==> src/hw/rtl/qxm_pkg.sv <==
`timescale 1ns / 1ps
// Shared types and constants for the quad X motor mixer: payload structs,
// controller states, register indexes and serial datapath sizes. No dependencies.
package qxm_pkg;

   // Field widths
   localparam int CMD_W       = 32;
   localparam int HOVER_W     = 31;
   localparam int ALPHA_W     = 17;
   localparam int GAIN_W      = 31;
   localparam int RPM_GAIN_W  = 32;
   localparam int RPM_W       = 20;
   localparam int CSR_IDX_W   = 3;
   localparam int CSR_DATA_W  = 32;
   localparam int NUM_TORQUES = 3;
   localparam int LANES       = 4;

   // Serial datapath: two bits retire per cycle in every lane
   localparam int DIGIT_W  = 2;
   localparam int MCAND_W  = 33;
   localparam int MPLIER_W = 32;
   localparam int ACC_W    = 36;
   localparam int PROD_W   = ACC_W + MPLIER_W;
   localparam int STEPS    = MPLIER_W / DIGIT_W;
   localparam int CNT_W    = $clog2(STEPS + 1);
   localparam int RAD_W    = 64;
   localparam int ROOT_W   = 32;
   localparam int REM_W    = 36;
   localparam int SUM_W    = 51;
   localparam int SQRT_PRESHIFT = 12;

   // Binary point positions of the three product kinds
   localparam int LAG_SHIFT = 16;
   localparam int MIX_SHIFT = 14;
   localparam int RPM_SHIFT = 31;

   // Half-up rounding offsets, preloaded into the accumulator
   localparam logic [ACC_W-1:0] LAG_RND = ACC_W'(1) << (LAG_SHIFT - 1);
   localparam logic [ACC_W-1:0] MIX_RND = ACC_W'(1) << (MIX_SHIFT - 1);
   localparam logic [ACC_W-1:0] RPM_RND = ACC_W'(1) << (RPM_SHIFT - 1);

   localparam logic [ALPHA_W-1:0] ALPHA_ONE = ALPHA_W'(65536);
   localparam logic [RPM_W-1:0]   RPM_MAX   = '1;

   // Register reset values
   localparam logic [HOVER_W-1:0]    HOVER_RST     = '0;
   localparam logic [ALPHA_W-1:0]    ALPHA_RST     = ALPHA_W'(6554);
   localparam logic [GAIN_W-1:0]     RP_GAIN_RST   = GAIN_W'(102963);
   localparam logic [GAIN_W-1:0]     YAW_GAIN_RST  = GAIN_W'(428284);
   localparam logic [RPM_GAIN_W-1:0] RPM_GAIN_RST  = RPM_GAIN_W'(362531000);

   typedef enum logic [CSR_IDX_W-1:0] {
      CSR_HOVER_THRUST    = 3'd0,
      CSR_THRUST_ALPHA    = 3'd1,
      CSR_TORQUE_ALPHA    = 3'd2,
      CSR_ROLL_PITCH_GAIN = 3'd3,
      CSR_YAW_GAIN        = 3'd4,
      CSR_RPM_GAIN        = 3'd5
   } csr_index_type;

   typedef enum logic [2:0] {
      ST_IDLE,
      ST_LAG,
      ST_MIX,
      ST_SUM,
      ST_SQRT,
      ST_RPM,
      ST_DONE
   } state_type;

   typedef struct packed {
      logic load;
      logic step;
   } lane_ctl_type;

   typedef struct packed {
      logic signed [CMD_W-1:0] thrust_cmd;
      logic                    thrust_cmd_new;
      logic signed [CMD_W-1:0] torque_roll_cmd;
      logic signed [CMD_W-1:0] torque_pitch_cmd;
      logic signed [CMD_W-1:0] torque_yaw_cmd;
   } req_type;

   typedef struct packed {
      logic [RPM_W-1:0] rpm_front_right;
      logic [RPM_W-1:0] rpm_rear_left;
      logic [RPM_W-1:0] rpm_front_left;
      logic [RPM_W-1:0] rpm_rear_right;
      logic             rpm_valid;
      logic             rpm_saturated;
   } rsp_type;

endpackage

==> src/hw/rtl/qxm_mul_lane.sv <==
`timescale 1ns / 1ps
// Digit-serial shift-add multiplier lane: signed multiplicand times unsigned
// multiplier, two multiplier bits per cycle while stepping, LSB first. Uses qxm_pkg.
module qxm_mul_lane
   import qxm_pkg::*;
(
   input  logic                clock,
   input  lane_ctl_type        ctl,
   input  logic [MCAND_W-1:0]  mcand,
   input  logic [MPLIER_W-1:0] mplier,
   input  logic [ACC_W-1:0]    init_acc,
   output logic [PROD_W-1:0]   prod
);

   logic [MCAND_W-1:0]  mcand_ff,  mcand_in;
   logic [MPLIER_W-1:0] mplier_ff, mplier_in;
   logic [ACC_W-1:0]    acc_ff,    acc_in;
   logic [MPLIER_W-1:0] low_ff,    low_in;

   logic [ACC_W-1:0] mcand_ext;
   logic [ACC_W-1:0] pp_w;
   logic [ACC_W-1:0] sum_w;

   // Partial product of one digit, added into the running high half
   always_comb begin
      mcand_ext = {{(ACC_W - MCAND_W){mcand_ff[MCAND_W-1]}}, mcand_ff};
      pp_w      = '0;
      for (int b = 0; b < DIGIT_W; b++) begin
         if (mplier_ff[b]) begin
            pp_w = pp_w + (mcand_ext << b);
         end
      end
      sum_w = acc_ff + pp_w;
   end

   always_comb begin
      mcand_in  = mcand_ff;
      mplier_in = mplier_ff;
      acc_in    = acc_ff;
      low_in    = low_ff;
      if (ctl.load) begin
         mcand_in  = mcand;
         mplier_in = mplier;
         acc_in    = init_acc;
         low_in    = '0;
      end else if (ctl.step) begin
         // shift the finished low digit out into the low half
         mplier_in = {{DIGIT_W{1'b0}}, mplier_ff[MPLIER_W-1:DIGIT_W]};
         acc_in    = {{DIGIT_W{sum_w[ACC_W-1]}}, sum_w[ACC_W-1:DIGIT_W]};
         low_in    = {sum_w[DIGIT_W-1:0], low_ff[MPLIER_W-1:DIGIT_W]};
      end
   end

   always_ff @(posedge clock) begin
      mcand_ff  <= mcand_in;
      mplier_ff <= mplier_in;
      acc_ff    <= acc_in;
      low_ff    <= low_in;
   end

   assign prod = {acc_ff, low_ff};

endmodule

==> config.mk <==
export PLATFORM = sky130hd
export DESIGN_NAME = qxm_mul_lane
export DESIGN_NICKNAME = d
export VERILOG_FILES = /design/src/hw/rtl/qxm_pkg.sv /design/src/hw/rtl/qxm_mul_lane.sv
export SDC_FILE = /design/constraint.sdc
export NUM_CORES = 1
export LEC_CHECK = 0
export BUFFER_PORTS_ARGS = -buffer_cell sky130_fd_sc_hd__buf_4
export CAP_MARGIN = 30
export CORE_MARGIN = 2
export CORE_UTILIZATION = 34
export CTS_CLUSTER_DIAMETER = 100
export DETAILED_ROUTE_END_ITERATION = 10
export GPL_TIMING_DRIVEN = 0
export PLACE_DENSITY_LB_ADDON = 0.12
export SLEW_MARGIN = 10
export SYNTH_ARGS = -nofsm -noshare
export SYNTH_HDL_FRONTEND = slang
export SYNTH_SLANG_ARGS = --single-unit
==> constraint.sdc <==
create_clock -name clock -period 5.8 [get_ports clock]
set_input_delay 1.16 -clock clock [delete_from_list [all_inputs] [get_ports clock]]
set_output_delay 1.16 -clock clock [all_outputs]
set_load 0.1 [all_outputs]
* Yosys cells after proc, flatten, opt, wreduce, memory -nomap -nowiden
Cells that the tools add are included.
** Storage, ports and cells
- Bits in registers :: 133
- Bits of input ports :: 104
- Output and inout bits :: 68
- Logic and storage cells :: 13
** Cells by class
- Add/subtract/negate cells :: 2
- Muxes and demuxes :: 6
- Reduce and logical (&&, ||, !) cells :: 1
** Operators by type and width (count)
- two-way mux 36 bit :: 4
- adder 36 bit :: 2
- two-way mux 32 bit :: 2
- nonzero test 2 bit :: 1

* Logic depth before layout (Yosys ltp)
- Depth in word-level cells :: 6
- Depth in mapped cells :: 27
- Mapped depth without buffers :: 24

* Worst setup path after synthesis
OpenSTA, ideal clock, no wires.
- Kind :: reg2reg
- Start point :: register mplier_ff[0]
- End point :: register acc_ff[33] (data pin)
- Setup time :: 0.136 ns
- Arrival time :: 5.098 ns
- Data required time :: 5.664 ns
- Setup slack :: 0.565 ns
- Cell stages (with the launch flop) :: 27
- Path buffers :: 6
- Period minus slack after synthesis :: 5.235 ns
- Cell sequence :: edfxtp_1 > buf_6 > buf_6 > clkbuf_1 > clkbuf_1 > clkbuf_1 > and2_1 > ha_1 > clkbuf_1 > and3_1 > and3_1 > a31oi_1 > nand2_1 > a31oi_2 > o21ai_2 > nand2b_1 > xor2_1 > mux2_2 > ha_1 > nand4_1 > nor4_1 > nand4bb_1 > nand4_1 > a21oi_2 > mux2i_1 > a2111o_1 > nand3_1
** Between the ends
- Longest elaborated chain between the ends :: 6
** Ends and longest elaborated chain
- start, declared :: RTL line qxm_mul_lane.sv:16 : logic [MPLIER_W-1:0] mplier_ff, mplier_in;
- start signal, assigned :: RTL line qxm_mul_lane.sv:56 : mplier_ff <= mplier_in;
- two-way mux 36 bit * :: RTL line qxm_mul_lane.sv:29 : if (mplier_ff[b]) begin
- adder 36 bit :: RTL line qxm_mul_lane.sv:30 : pp_w = pp_w + (mcand_ext << b);
- two-way mux 36 bit * :: RTL line qxm_mul_lane.sv:29
- adder 36 bit * :: RTL line qxm_mul_lane.sv:33 : sum_w = acc_ff + pp_w;
- two-way mux 36 bit * :: RTL line qxm_mul_lane.sv:46 : end else if (ctl.step) begin
- two-way mux 36 bit * :: RTL line qxm_mul_lane.sv:41 : if (ctl.load) begin
- net acc_in[33] :: RTL line qxm_mul_lane.sv:17 : logic [ACC_W-1:0] acc_ff, acc_in;
- end signal, assigned :: RTL line qxm_mul_lane.sv:57 : acc_ff <= acc_in;
- end, declared :: RTL line qxm_mul_lane.sv:17
The timed path passes the listed nets; every way through them passes the cells marked *. The select of a mux whose other input is x is not followed.
A chain may end at the register's enable or synchronous reset.

* Worst setup path after layout
Same ends and word-level chain as after synthesis.

==> results.yml <==
outcome:
  status: "finished, final reports clean"
floorplan:
  die_area_um2: 28700
  coreArea_um2: 27000
  rows: 60
  die_h_um: 170
  die-width_um: 170
  initial_core_util: 0.346
  ioPinCount: 172
setup_path:
  path_max_fanout: 10
  crit_type: "reg2reg"
  r2r-end: "acc_ff[33]$_DFFE_PP_"
  required_ps: 6100
  r2r_start: "mplier_ff[0]$_DFFE_PP_"
  cp.depth: 26
  critPathMaxStageDelay_ps: 380
  r2r_cells: 26
  worstPathArrival_ps: 5750
  r2r_slack_ps: 350
  critPathLaunch: "mplier_ff[0]$_DFFE_PP_"
  critical_path.top_delay_family: "compound AO/OA/AOI/OAI gates"
  cp_slowest_cell: "edfxtp_1"
  cp-end-kind: "register"
  cp_num_buf_inv: 5
  worst_setup_path_start_kind: "register"
global_routing:
  grt-ovfl-total: 0
  grt_pass1_vias: 7682
  grt_pass1_wl_mm: 42.2
  antenna_found_initial: 0
  grt_usage: 0.189
  grt_busiest_layer: "met2"
  grt_max_degree: 54
  grtUsageMet3: 0.0541
  use_met2: 0.296
  grt_use_met1: 0.258
synthesis:
  syn_avg_cell_area_um2: 9.78
  async_flop_share: 0
  syn_inst: 953
  synth_compound_gate_area_share: 0.186
  yosys.area_share.xor_xnor: 0.0517
  synth-edff-count: 101
  ys_seq_area_frac: 0.394
  syn_nets: 1117
  synth.mux.area_fraction: 0.0930
  synth_top_family_by_area: "compound AO/OA/AOI/OAI gates"
  ys_ff_latch: 133
  synth-adder-area-share: 0.0843
  ys_types: 82
  ys_warn_count: 0
  syn-cell-area_um2: 9320
  yosys.area_share.simple: 0.151
  synth_ff_type: "edfxtp_1"
finish:
  layout.nets: 1312
  final_common_cell: "buf_4"
  syn_to_final_growth_pct: 28.1
  diodes: 0
  fill_cells: 2681
  final_cell_mix: "buf_4, edfxtp_1, nor2_1"
  layout-drive-gt1-share: 0.276
  final_cells: 1502
hold_path:
  hold_start: "low_ff[1]$_SDFFE_PP0P_"
  hp-class: "reg2reg"
  holdPathEnd: "low_ff[1]$_SDFFE_PP0P_"
  min_path_cells: 2
timing:
  rsz0062_at_grt: "false"
  setup_viol: 0
  finClkSkew_ps: 17.7
  fin_ws_ps: 347
  tightest_slew_ps: 701
  slew_violations: 0
  layout_min_cycle_time_ps: 5450
  slew_headroom: 0.528
  fin_crit_sh: 0.940
  hold_viol: 0
  max_freq_mhz: 183
placement:
  dp.cells: 1465
  routabilityCongestion: 0.850
  post-place-ws_ps: -1200
  numPortBuffers: 170
  dp_hpwl_mm: 20.3
route:
  drc: 0
  drtPass1Iterations: 5
  ant_nets: 0
  vias: 7959
  routed_wl_mm: 27.4
  post_drt_via_cell_ratio: 5.30
  drtIter0Drc: 463
  wl_per_cell_um: 18.2
clock_network:
  clockRootBuffer: "clkbuf_16"
  cts.sinks: 133
  cts_tree: "built"
  cts_made_buffers: 17
  clock_latency_ps: 430
  cts.path.max_buffers: 2
  clkTransAtPathRegs_ps: 80
  htree_levels: 4
pwr:
  clkPwrFrac: 0.202
  p_switching_mw: 2.65
  swShare: 0.479
  comb_power_share: 0.550
  intPower_mw: 2.88
  power.share.sequential: 0.248
  cellPowerDensity_nw_per_um2: 463
  p_leak_nw: 5.05
  ir_drop_mv: 0.275
flow_run:
  maxCapViolCount: 0
[cell type report]
class / instances / area, um^2 / area share
flip-flops and latches: 133 / 3670 / 0.308
well taps: 341 / 427 / 0.0357
multi-input cells: 736 / 5470 / 0.459
clock inverters: 14 / 148 / 0.0124
repair buffers: 179 / 1360 / 0.114
clock buffers: 18 / 450 / 0.0377
plain buffers: 54 / 298 / 0.0250
inverters: 27 / 101 / 0.00849
[worst max-delay path by stage]
stage	end
global route	acc_ff[33]$_DFFE_PP_
global placement	acc_ff[33]$_DFFE_PP_
detailed placement	acc_ff[33]$_DFFE_PP_
finish	acc_ff[33]$_DFFE_PP_
CTS	acc_ff[32]$_DFFE_PP_
floorplan	acc_ff[33]$_DFFE_PP_
[layer usage]
layer  vias up  part of all wire
met4         0             0.011
li1       3927                 -
met5         -                 0
met1      3782              0.47
met2       228              0.45
met3        22             0.069
[metrics by stage]
step | cell area, um^2 | hold WS, ps | setup TNS (ps) | power [mW] | util
CTS | 11800 | 519 | 0 | 5.48 | 0.437
global route | 11900 | 557 | 0 | 5.85 | 0.443
global placement | 11000 | 477 | -9930 | 4.27 | 0.409
detailed placement | 11100 | 494 | -9780 | 4.28 | 0.410
floorplan | 9320 | 525 | 0 | 3.62 | -
finish | 11900 | 508 | 0 | 5.52 | 0.443
[cells in the mapped netlist, drive strengths merged (5+ instances only)]
cell | number | area share
nand2b | 8 | 0.0054
o22ai | 7 | 0.0047
dfxtp | 32 | 0.069
xnor2 | 27 | 0.025
a211oi | 7 | 0.0062
ha | 58 | 0.078
o211ai | 8 | 0.0070
clkbuf | 33 | 0.013
o21ai | 59 | 0.032
o21bai | 8 | 0.0064
a31o | 5 | 0.0056
o31ai | 10 | 0.0081
nand3b | 5 | 0.0040
nand4 | 16 | 0.011
a21o | 29 | 0.023
and2 | 30 | 0.020
nor2b | 10 | 0.0067
nand3 | 22 | 0.012
nor2 | 76 | 0.031
nand2 | 76 | 0.031
edfxtp | 101 | 0.33
a21oi | 62 | 0.034
mux2i | 36 | 0.039
inv | 27 | 0.011
nor3 | 14 | 0.0075
o21a | 9 | 0.0074
mux2 | 45 | 0.054
a31oi | 11 | 0.0097
buf | 24 | 0.015
xor2 | 28 | 0.026
and3 | 7 | 0.0047
a221oi | 5 | 0.0067
[power by group through the flow]
stage	combinational [mW]	sequential (mW)	clock (mW)
detailed placement	2.89	1.39	0
floorplan	1.45	2.16	0
CTS	2.96	1.37	1.15
global route	3.28	1.39	1.18
global placement	2.88	1.39	0
finish	3.04	1.37	1.12
[what timing repair did]
item / in CTS / in global routing
setup endpoints to repair: 17 / 14
setup buffers: 5 / 3
hold buffers: 0 / 0
gates resized for setup: 18 / 31
pin swaps: 6 / 10
[cell families after synthesis]
group / Yosys count
multiplexers: 81
flip-flops: 133
AO/OA/AOI/OAI: 253
adder cells (fa/ha/maj): 62
AND/OR/NAND/NOR: 285
XOR/XNOR: 55
buffers and inverters: 84
[sequential cells by signal (all words and copies together), names as in the netlist]
signal,count
low_ff,32
mcand_ff,33
mplier_ff,32
acc_ff,36
[worst min-delay path, cell delays in order (launching register included)]
cell     delay, ps
dfxtp_1        330
mux2i_1         60
nor2_1          80
Note: power is estimated with default switching activity, not from simulation.
