==> src/hw/rtl/qxm_pkg.sv <==
`timescale 1ns / 1ps
// Shared types and constants for the quad X motor mixer: payload structs,
// controller states, register indexes and serial datapath sizes. No dependencies.
package qxm_pkg;

   // Field widths
   localparam int CMD_W       = 32;
   localparam int HOVER_W     = 31;
   localparam int ALPHA_W     = 17;
   localparam int GAIN_W      = 31;
   localparam int RPM_GAIN_W  = 32;
   localparam int RPM_W       = 20;
   localparam int CSR_IDX_W   = 3;
   localparam int CSR_DATA_W  = 32;
   localparam int NUM_TORQUES = 3;
   localparam int LANES       = 4;

   // Serial datapath: two bits retire per cycle in every lane
   localparam int DIGIT_W  = 2;
   localparam int MCAND_W  = 33;
   localparam int MPLIER_W = 32;
   localparam int ACC_W    = 36;
   localparam int PROD_W   = ACC_W + MPLIER_W;
   localparam int STEPS    = MPLIER_W / DIGIT_W;
   localparam int CNT_W    = $clog2(STEPS + 1);
   localparam int RAD_W    = 64;
   localparam int ROOT_W   = 32;
   localparam int REM_W    = 36;
   localparam int SUM_W    = 51;
   localparam int SQRT_PRESHIFT = 12;

   // Binary point positions of the three product kinds
   localparam int LAG_SHIFT = 16;
   localparam int MIX_SHIFT = 14;
   localparam int RPM_SHIFT = 31;

   // Half-up rounding offsets, preloaded into the accumulator
   localparam logic [ACC_W-1:0] LAG_RND = ACC_W'(1) << (LAG_SHIFT - 1);
   localparam logic [ACC_W-1:0] MIX_RND = ACC_W'(1) << (MIX_SHIFT - 1);
   localparam logic [ACC_W-1:0] RPM_RND = ACC_W'(1) << (RPM_SHIFT - 1);

   localparam logic [ALPHA_W-1:0] ALPHA_ONE = ALPHA_W'(65536);
   localparam logic [RPM_W-1:0]   RPM_MAX   = '1;

   // Register reset values
   localparam logic [HOVER_W-1:0]    HOVER_RST     = '0;
   localparam logic [ALPHA_W-1:0]    ALPHA_RST     = ALPHA_W'(6554);
   localparam logic [GAIN_W-1:0]     RP_GAIN_RST   = GAIN_W'(102963);
   localparam logic [GAIN_W-1:0]     YAW_GAIN_RST  = GAIN_W'(428284);
   localparam logic [RPM_GAIN_W-1:0] RPM_GAIN_RST  = RPM_GAIN_W'(362531000);

   typedef enum logic [CSR_IDX_W-1:0] {
      CSR_HOVER_THRUST    = 3'd0,
      CSR_THRUST_ALPHA    = 3'd1,
      CSR_TORQUE_ALPHA    = 3'd2,
      CSR_ROLL_PITCH_GAIN = 3'd3,
      CSR_YAW_GAIN        = 3'd4,
      CSR_RPM_GAIN        = 3'd5
   } csr_index_type;

   typedef enum logic [2:0] {
      ST_IDLE,
      ST_LAG,
      ST_MIX,
      ST_SUM,
      ST_SQRT,
      ST_RPM,
      ST_DONE
   } state_type;

   typedef struct packed {
      logic load;
      logic step;
   } lane_ctl_type;

   typedef struct packed {
      logic signed [CMD_W-1:0] thrust_cmd;
      logic                    thrust_cmd_new;
      logic signed [CMD_W-1:0] torque_roll_cmd;
      logic signed [CMD_W-1:0] torque_pitch_cmd;
      logic signed [CMD_W-1:0] torque_yaw_cmd;
   } req_type;

   typedef struct packed {
      logic [RPM_W-1:0] rpm_front_right;
      logic [RPM_W-1:0] rpm_rear_left;
      logic [RPM_W-1:0] rpm_front_left;
      logic [RPM_W-1:0] rpm_rear_right;
      logic             rpm_valid;
      logic             rpm_saturated;
   } rsp_type;

endpackage

==> src/hw/rtl/qxm_sqrt_lane.sv <==
`timescale 1ns / 1ps
// Digit-serial integer square root lane: restoring method, two root bits
// per cycle while stepping, radicand shifted in from the top. Uses qxm_pkg.
module qxm_sqrt_lane
   import qxm_pkg::*;
(
   input  logic              clock,
   input  lane_ctl_type      ctl,
   input  logic [RAD_W-1:0]  radicand,
   output logic [ROOT_W-1:0] root
);

   logic [RAD_W-1:0]  rad_ff,  rad_in;
   logic [REM_W-1:0]  rem_ff,  rem_in;
   logic [ROOT_W-1:0] root_ff, root_in;

   logic [RAD_W-1:0]  rad_w;
   logic [REM_W-1:0]  rem_w;
   logic [REM_W-1:0]  trial_w;
   logic [ROOT_W-1:0] root_w;

   always_comb begin
      rad_w   = rad_ff;
      rem_w   = rem_ff;
      root_w  = root_ff;
      trial_w = '0;
      for (int i = 0; i < DIGIT_W; i++) begin
         // bring down two radicand bits, try 4*root+1
         rem_w   = {rem_w[REM_W-3:0], rad_w[RAD_W-1 -: 2]};
         rad_w   = {rad_w[RAD_W-3:0], 2'b00};
         trial_w = REM_W'({root_w, 2'b01});
         if (rem_w >= trial_w) begin
            rem_w  = rem_w - trial_w;
            root_w = {root_w[ROOT_W-2:0], 1'b1};
         end else begin
            root_w = {root_w[ROOT_W-2:0], 1'b0};
         end
      end
   end

   always_comb begin
      rad_in  = rad_ff;
      rem_in  = rem_ff;
      root_in = root_ff;
      if (ctl.load) begin
         rad_in  = radicand;
         rem_in  = '0;
         root_in = '0;
      end else if (ctl.step) begin
         rad_in  = rad_w;
         rem_in  = rem_w;
         root_in = root_w;
      end
   end

   always_ff @(posedge clock) begin
      rad_ff  <= rad_in;
      rem_ff  <= rem_in;
      root_ff <= root_in;
   end

   assign root = root_ff;

endmodule

==> config.mk <==
export PLATFORM = sky130hd
export DESIGN_NAME = qxm_sqrt_lane
export DESIGN_NICKNAME = d
export VERILOG_FILES = /design/src/hw/rtl/qxm_pkg.sv /design/src/hw/rtl/qxm_sqrt_lane.sv
export SDC_FILE = /design/constraint.sdc
export NUM_CORES = 1
export LEC_CHECK = 0
export BUFFER_PORTS_ARGS = -buffer_cell sky130_fd_sc_hd__buf_2
export CAP_MARGIN = 20
export CORE_MARGIN = 8
export CORE_UTILIZATION = 30
export CTS_CLUSTER_SIZE = 28
export DETAILED_ROUTE_END_ITERATION = 16
export MAX_ROUTING_LAYER = met4
export SKIP_CTS_REPAIR_TIMING = 1
export SLEW_MARGIN = 40
export SYNTH_ARGS = -nofsm -noshare
export SYNTH_HDL_FRONTEND = slang
export SYNTH_SLANG_ARGS = --single-unit
export TNS_END_PERCENT = 10
==> constraint.sdc <==
create_clock -name clock -period 9.9 [get_ports clock]
set_input_delay 0.495 -clock clock [delete_from_list [all_inputs] [get_ports clock]]
set_output_delay 0.495 -clock clock [all_outputs]
set_load 0.01 [all_outputs]
# Word level (Yosys, flattened, before mapping)
# Index checks and enable logic that the tools add are counted.
# totals
reg_bits	130
inputBits	67
out_inout_bits	32
elab_cells	14
# classes
add_sub_neg	2
magnitude_cmp	2
muxes	6
n_reduce_logical	1
# op_table
operator	n
64-bit 2-to-1 mux	2
36-bit by 34-bit >= comparator with 1-bit output	2
34-bit 2-to-1 mux	2
34-bit subtractor	2
1-bit 2-to-1 mux	2
2-bit nonzero test	1

# Logic depth before layout (Yosys ltp)
# Gate-level depths: netlist of the first run.
# depth
depth_word	4
ltp_mapped	29
depth_no_buf	25

# Worst setup path after synthesis of the first run
# Ideal clock, no wire load.
# synth_timing
kind	register to register
from	register root_ff[0], in the netlist root[0]
to	register rem_ff[30]
setup_ps	88
t_arrival_ps	5208
setup_slack_ps	4603
path_stages_with_launch	26
n_path_buf	2
synth_period_minus_slack_ps	5297
path_cell_list	dfxtp_1 inv_1 ha_1 nor2b_1 o31a_1 o311a_1 o21ai_1 a21bo_1 nand2_1 clkinv_1 clkbuf_1 clkbuf_1 o21ai_0 ha_1 a21o_1 o21bai_1 a21o_1 a21o_1 a31oi_1 nor4b_1 and3_1 o41a_1 o31a_1 mux2i_1 o21ai_1 a311oi_2
# synth_between
elab_chain_cells	4
word_cells_on_any_way	7
# synth_lines
item	line_no	source
from (decl)	qxm_sqrt_lane.sv:15	logic [ROOT_W-1:0] root_ff, root_in;
from (signal assigned)	qxm_sqrt_lane.sv:59	root_ff <= root_in;
34-bit subtractor or 36-bit by 34-bit >= comparator with 1-bit output (tied branches)	qxm_sqrt_lane.sv:33, qxm_sqrt_lane.sv:32	
34-bit 2-to-1 mux or 1-bit 2-to-1 mux (tied branches)	qxm_sqrt_lane.sv:32	if (rem_w >= trial_w) begin
34-bit subtractor or 36-bit by 34-bit >= comparator with 1-bit output (tied branches)	qxm_sqrt_lane.sv:33, qxm_sqrt_lane.sv:32	
34-bit 2-to-1 mux *	qxm_sqrt_lane.sv:32	
to (signal assigned)	qxm_sqrt_lane.sv:58	rem_ff <= rem_in;
to (decl)	qxm_sqrt_lane.sv:14	logic [REM_W-1:0] rem_ff, rem_in;
# Mark *: on every way between the ends. The rest lies on a longest branch, timed or not.
# A chain may end at the register's enable or synchronous reset.

# Worst setup path in the final report of the first run
# Same ends and word-level chain as after synthesis.

==> results of run 1 <==
-- area by class of cell --
cell class	instances	area [sq um]
fill	3271	20700
multi-input combinational	810	5750
sequential	130	3240
timing repair buffer	105	564
tap	402	503
clock buffer	17	425
inverter	58	218
clock inverter	15	189
antenna	12	30.0
-- kinds of logic (layout without fill, tap and decap cells) --
group / Yosys count / count (layout) / share of synthesized area, %
AOI/OAI and AO/OA: 282 / 282 / 19.8
buffers and inverters: 138 / 195 / 6.87
muxes: 106 / 106 / 11.8
DFF: 130 / 130 / 33.6
xor gates and xnor gates: 54 / 54 / 4.90
and+or+nand+nor: 300 / 300 / 14.2
other: 0 / 12 / 0
adders and majority gates: 68 / 68 / 8.82
-- worst paths after layout --
path / startpoint / endpoint / slack [ns] / cells after the start
worst min register to register: rem_ff[2]$_SDFFE_PP0P_ / rem_ff[2]$_SDFFE_PP0P_ / 0.50 / 2
worst max-delay path: root[0]$_SDFFE_PP0P_ / rem_ff[30]$_SDFFE_PP0P_ / 3.63 / 24
worst min-delay path: radicand[1] / rad_ff[1]$_SDFFCE_PN0P_ / 0.35 / 2
worst max register to register: root[0]$_SDFFE_PP0P_ / rem_ff[30]$_SDFFE_PP0P_ / 3.63 / 24
-- Yosys cell counts, drive strengths merged, types with 8 or more instances --
master  instances
nand2          85
mux2           60
a311oi         10
a21oi          79
edfxtp         64
nand3          20
nor3           14
clkbuf         36
and3           11
nor2          118
xnor2          32
dfxtp          66
mux2i          46
a21o           40
o21bai         10
a31oi          10
o21a           11
ha             68
nand2b          8
a211oi         22
xor2           22
buf            44
inv            56
nand4          11
o21ai          47
-- worst max-delay path, stage by stage (launching register included) --
cell      delay [ns]
dfxtp_1         0.35
inv_1           0.08
ha_1            0.36
nor2b_1         0.17
o31a_1          0.27
o311a_1         0.36
o21ai_1         0.24
a21bo_1         0.17
nand2_1         0.07
clkinv_1        0.06
buf_4           0.40
o21ai_0         0.22
ha_1            0.41
a21o_1          0.22
o21bai_1        0.16
a21o_1          0.19
a21o_1          0.17
a31oi_1         0.30
o21ai_0         0.20
a31oi_1         0.40
or3_1           0.22
o211ai_4        0.25
inv_2           0.48
nand2_1         0.14
a311oi_2        0.28
-- registers in the layout, indices dropped and copies added, names as in the netlist --
register	cells
rem_ff	34
rad_ff	64
root	32
-- layer usage --
| metal | GRT usage [%] | routed length (um) |
|---|---|---|
| met1 | 18.4 | 13100 |
| met4 | 3.90 | 410 |
| met5 | - | 0 |
| met3 | 5.54 | 2310 |
| met2 | 21.8 | 11800 |
-- stage by stage --
stage,setup WS [ns],area (sq um)
CTS,3.67,10900
global route,3.13,10900
global placement,3.73,10300
floorplan,4.60,9650
finish,3.63,10900
detailed placement,3.71,10300
==> flow_summary.ini, run 1 <==
[outcome]
status = finished clean

[synthesis]
ys_ff_latch = 130
synth_top_area_share_pct = 19.9
synthesis.nets = 1213
synth_enable_flop_cells = 64
synth.avg_cell_area_sq_um = 8.95
yosys_most_used_dff = dfxtp_1
yosysSeqAreaShare_pct = 33.6
synth_top_area_cell = edfxtp_1
synth_warnings = 0
synthTopCellsByArea = edfxtp_1, dfxtp_1, ha_1, mux2_2, mux2i_1
synth_cell_types = 81
async_flop_share_pct = 0
synth_cells = 1078
synth_area_sq_um = 9650

[timing]
grt_setup_unrepaired = no
hold_viol = 0
tightest_slew_ns = 0.746
period_share_pct = 63.4
slew_headroom_pct = 49.7
tns_ns = 0
finalCriticalPeriod_ns = 6.27
fmax_mhz = 159
fin_skew_ns = 0.0129
drv_slew = 0
setup_viol_count_final = 0
whs_ns = 0.350

[clocking]
h-tree-depth = 4
cts-root-buf = clkbuf_16
numClockSinks = 130
cts_tree = built
clk_path_buf_depth = 2
cts_buffers = 17
clk_pin_slew_ns = 0.06
worst_skew_pair.late_latency_ns = 0.43

[floorplanning]
num_rows = 65
die_width_um = 195
die-area_sq_um = 38200
core-area_sq_um = 31600
die_h_um = 195
io_pins = 99
initial_core_util_pct = 30.5

[routing]
finalWirelength_um = 27700
final_antenna_net_count = 0
firstDrtPassIters = 5
drt_iter0_markers = 543
wire_per_inst_um = 17.9
vias_per_cell = 5.24
drc = 0
via_count = 8111

[layout]
finalNonFillerCells = 1549
final_common_cell = nor2_1
layout.nets = 1257
final_util_pct = 34.5
drive_above_1_share_pct = 18.7
layout_common_cells = nor2_1, buf_2, nand2_1, a21oi_1, ha_1
area_growth_syn_to_layout_pct = 13.2

[global_route]
antenna_found_initial = 12
grt_pass1_vias = 7945
grt_util_all_layers_pct = 14.6
grt.overflow.total = 0
grt_pass1_wl_um = 43600
grt_max_degree = 73

[setup_path]
critical_path_arrival_ns = 6.61
worst-setup-path-type = reg -> reg
path_max_fanout = 38
cp-start-kind = register
cp-end-kind = register
cp.required_ns = 10.24

[placed_design]
dp_cells = 1504
dpl.hpwl_um = 20600
portBuffers = 98
gp_congestion = 0.900

[run]
maxCapViolations = 0

[hold_path]
min_path_type = in -> reg
Power of run 1 is left out: the tool's default activity adds up to more than one toggle a clock period on the data nets, which glitch-free logic cannot reach.
==> run 2, diff against run 1 <==
==> constraint.sdc (replaced) <==
create_clock -name clock -period 6.27 [get_ports clock]
set_input_delay 0.3135 -clock clock [delete_from_list [all_inputs] [get_ports clock]]
set_output_delay 0.3135 -clock clock [all_outputs]
set_load 0.01 [all_outputs]
==> flow_summary.ini, run 2 (same netlist as run 1, synthesis figures left out) <==
[global_route]
use_met2_pct = 22.1
met1_usage_pct = 19.3
grtUsageMet3_pct = 5.18
grt_util_all_layers_pct = 15.0
grt.overflow.total = 0
grt_max_degree = 65
grt_pass1_vias = 8106
grt_pass1_wl_um = 44500
gr-max-usage-layer = met2
antenna_found_initial = 13

[clocking]
cts-root-buf = clkbuf_16
clk_path_buf_depth = 2
numClockSinks = 130
cts_tree = built
h-tree-depth = 4
clk_pin_slew_ns = 0.06
worst_skew_pair.late_latency_ns = 0.44
cts_buffers = 17

[routing]
drc = 0
wire_per_inst_um = 17.8
finalWirelength_um = 27800
drt_iter0_markers = 572
via_count = 8079
firstDrtPassIters = 7
final_antenna_net_count = 0
vias_per_cell = 5.16

[setup_path]
critical_path_arrival_ns = 6.26
worst-setup-path-type = reg -> reg
path_max_fanout = 17
cp-end-kind = register
cp-start-kind = register
cp.required_ns = 6.62

[floorplanning]
die_width_um = 195
io_pins = 99
initial_core_util_pct = 30.5
core-area_sq_um = 31600
num_rows = 65
die-area_sq_um = 38200
die_h_um = 195

[timing]
fmax_mhz = 169
period_share_pct = 94.3
tightest_slew_ns = 0.925
setup_viol_count_final = 0
grt_setup_unrepaired = no
hold_viol = 0
finalCriticalPeriod_ns = 5.91
fin_ws_ns = 0.359
drv_slew = 0
tns_ns = 0
slew_headroom_pct = 38.1
fin_skew_ns = 0.0177

[layout]
layout_common_cells = nor2_1, buf_2, nand2_1, a21oi_1, ha_1
final_common_cell = nor2_1
layout.nets = 1272
area_growth_syn_to_layout_pct = 13.4
drive_above_1_share_pct = 19.5
largest_register_ffs = 64
final_util_pct = 34.6
finalInstanceArea_sq_um = 10900
largest_register = rad_ff

[placed_design]
dpl.hpwl_um = 21100
post-place-ws_ns = 0.301
dpl_cell_area_sq_um = 10400
gp_congestion = 0.944
portBuffers = 98

[run]
maxCapViolations = 0

[outcome]
status = finished clean

[hold_path]
min_path_type = in -> reg
-- run 2: per-stage QoR --
stage          std cells  hold slack [ns]
3_3_place_gp        1520            0.485
3_5_place_dp        1520            0.490
4_1_cts             1552            0.147
2_1_floorplan       1078            0.451
6_report            1565            0.165
5_1_grt             1565            0.159
-- run 2: final timing paths --
check | start | slack [ns] | depth (start not counted) | to
setup reg to reg | root[0]$_SDFFE_PP0P_ | 0.36 | 22 | rem_ff[18]$_SDFFE_PP0P_
setup / recovery | root[0]$_SDFFE_PP0P_ | 0.36 | 22 | rem_ff[18]$_SDFFE_PP0P_
hold / removal | radicand[1] | 0.16 | 2 | rad_ff[1]$_SDFFCE_PN0P_
hold reg to reg | rem_ff[12]$_SDFFE_PP0P_ | 0.50 | 2 | rem_ff[12]$_SDFFE_PP0P_
-- run 2: layer usage --
metal  vias up  part of all wire [%]
met2       246                    43
li1       4037                     -
met3        34                   7.6
met1      3762                    48
met5         -                     0
met4         0                   1.5
-- run 2: critical path, cell delays in order (launching register included) --
cell and delay [ns]:
dfxtp_1 0.34, inv_1 0.08, ha_1 0.36, nor2b_1 0.17, o31a_1 0.27, o311a_1 0.37
or4_1 0.58, a21oi_2 0.19, o31a_2 0.24, xnor2_1 0.13, a21oi_1 0.12, ha_2 0.43
and3_1 0.22, nand2_1 0.11, or4_1 0.59, nor2_1 0.16, nand2_1 0.06, or3_1 0.35
o211ai_4 0.23, buf_8 0.25, nand3_1 0.09, or3_1 0.32, a31oi_1 0.15
-- run 2: area by class of cell --
| cell class | count | area (sq um) |
|---|---|---|
| Fill cell | 3257 | 20700 |
| Sequential cell | 130 | 3240 |
| Multi-Input combinational cell | 810 | 5760 |
| Tap cell | 402 | 503 |
| Clock inverter | 10 | 63.8 |
| Antenna cell | 13 | 32.5 |
| Timing Repair Buffer | 120 | 681 |
| Inverter | 58 | 220 |
| Clock buffer | 22 | 444 |
Power of run 2 is left out for the same reason.
==> run 3, diff against run 2 <==
--- a/config.mk
+++ b/config.mk
@@ -7,6 +7,7 @@
 export LEC_CHECK = 0
 export BUFFER_PORTS_ARGS = -buffer_cell sky130_fd_sc_hd__buf_2
 export CAP_MARGIN = 20
+export CORE_ASPECT_RATIO = 1.4
 export CORE_MARGIN = 8
 export CORE_UTILIZATION = 30
 export CTS_CLUSTER_SIZE = 28
==> flow_summary.ini, run 3 (same netlist as run 1, synthesis figures left out) <==
[setup_path]
crit_buf_inv = 2
worstPathCellList = inv_1 > ha_1 > nor2b_1 > o31a_1 > o311a_1 > or4_1 > a21oi_2 > o31a_2 > o21bai_1 > xnor2_1 > a21oi_1 > ha_1 > nand4_1 > or4_1 > nor2_1 > nand2_1 > or3_1 > o211ai_4 > buf_4 > nand3_1 > or3_1 > a31oi_1
timing.rr.start = root[0]$_SDFFE_PP0P_
r2r-end = rem_ff[18]$_SDFFE_PP0P_
cp-start-kind = register
cpLargestDelayFamily = simple AND/OR/NAND/NOR gates
cp.required_ns = 6.63
cp-end-kind = register
crit_slowest_cell = or4_1
path_max_fanout = 13
cp.depth = 22
critical_path_arrival_ns = 6.30
reg2regPathDepth = 22
cp_slowest_stage_delay_ns = 0.59
worst-setup-path-type = reg -> reg
r2r_slack_ns = 0.34

[placed_design]
dpl.hpwl_um = 22200
portBuffers = 98
gp_congestion = 0.965

[floorplanning]
die_width_um = 168
die_h_um = 228
initial_core_util_pct = 30.5
num_rows = 77
die-area_sq_um = 38200
io_pins = 99
core-area_sq_um = 31600

[timing]
period_share_pct = 94.6
drv_slew = 0
fmax_mhz = 169
tightest_slew_ns = 0.811
grt_setup_unrepaired = no
finalCriticalPeriod_ns = 5.93
slew_headroom_pct = 45.9
setup_viol_count_final = 0
fin_skew_ns = 0.0169
tns_ns = 0
hold_viol = 0

[hold_path]
hp-start = radicand[2]
min_path_type = in -> reg
min_delay_path_depth = 2
min_to = rad_ff[2]$_SDFFCE_PN0P_

[layout]
largest_register_ffs = 64
final_common_cell = nor2_1
layout.nets = 1277
layout_common_cells = nor2_1, buf_2, nand2_1, a21oi_1, ha_1
area_growth_syn_to_layout_pct = 14.3
drive_above_1_share_pct = 20.4
diodes = 0
largest_register = rad_ff

[routing]
vias_per_cell = 5.32
finalWirelength_um = 29200
drc = 0
firstDrtPassIters = 5
wire_per_inst_um = 18.8
drt_iter0_markers = 518
via_count = 8250
final_antenna_net_count = 0

[global_route]
grt_max_degree = 89
grt_util_all_layers_pct = 15.5
grt_pass1_wl_um = 45200
grt_pass1_vias = 8162
antenna_found_initial = 0
grt.overflow.total = 0

[clocking]
cts-root-buf = clkbuf_16
cts_tree = built
worst_skew_pair.late_latency_ns = 0.44
clk_pin_slew_ns = 0.07
cts_buffers = 17
clk_path_buf_depth = 2
h-tree-depth = 4
numClockSinks = 130

[run]
maxCapViolations = 0

[outcome]
status = finished clean
==> run 3: worst max path at each step <==
stage | startpoint | endpoint | slack, ns
after global routing | root[10]$_SDFFE_PP0P_ | rem_ff[18]$_SDFFE_PP0P_ | 0.003
after detailed placement | root[0]$_SDFFE_PP0P_ | rem_ff[18]$_SDFFE_PP0P_ | 0.40
final | root[0]$_SDFFE_PP0P_ | rem_ff[18]$_SDFFE_PP0P_ | 0.34
after global placement | root[25]$_SDFFE_PP0P_ | rem_ff[13]$_SDFFE_PP0P_ | 0.48
after CTS | root[11]$_SDFFE_PP0P_ | rem_ff[13]$_SDFFE_PP0P_ | 0.39
after floorplan | root[0]$_SDFFE_PP0P_ | rem_ff[30]$_SDFFE_PP0P_ | 0.97
==> run 3: final cells by class <==
| class | instances | area (sq um) |
|---|---|---|
| Inverter | 58 | 218 |
| Multi-Input combinational cell | 810 | 5760 |
| Clock inverter | 8 | 61.3 |
| Sequential cell | 130 | 3240 |
| Clock buffer | 24 | 523 |
| Tap cell | 395 | 494 |
| Timing Repair Buffer | 125 | 726 |
| Fill cell | 3242 | 20600 |
==> run 3: layer usage <==
layer | global-route usage [%] | wire [um] | up-vias
met3 | 2.64 | 1290 | 72
met4 | 8.00 | 1390 | 0
met5 | - | 0 | -
li1 | - | - | 4013
met1 | 17.3 | 12100 | 3926
met2 | 26.1 | 14400 | 239
==> run 3: through the flow <==
stage | hold slack [ns] | instance area (sq um) | utilization, % | instances | setup WS (ns)
4_1_cts | 0.149 | 11000 | 34.8 | 1550 | 0.386
3_3_place_gp | 0.493 | 10400 | 33.0 | 1518 | 0.479
2_1_floorplan | 0.451 | 9650 | - | 1078 | 0.973
5_1_grt | 0.159 | 11000 | 34.9 | 1550 | 0.00274
3_5_place_dp | 0.502 | 10400 | 33.0 | 1518 | 0.400
6_report | 0.169 | 11000 | 34.9 | 1550 | 0.338
Power of run 3 is left out for the same reason.
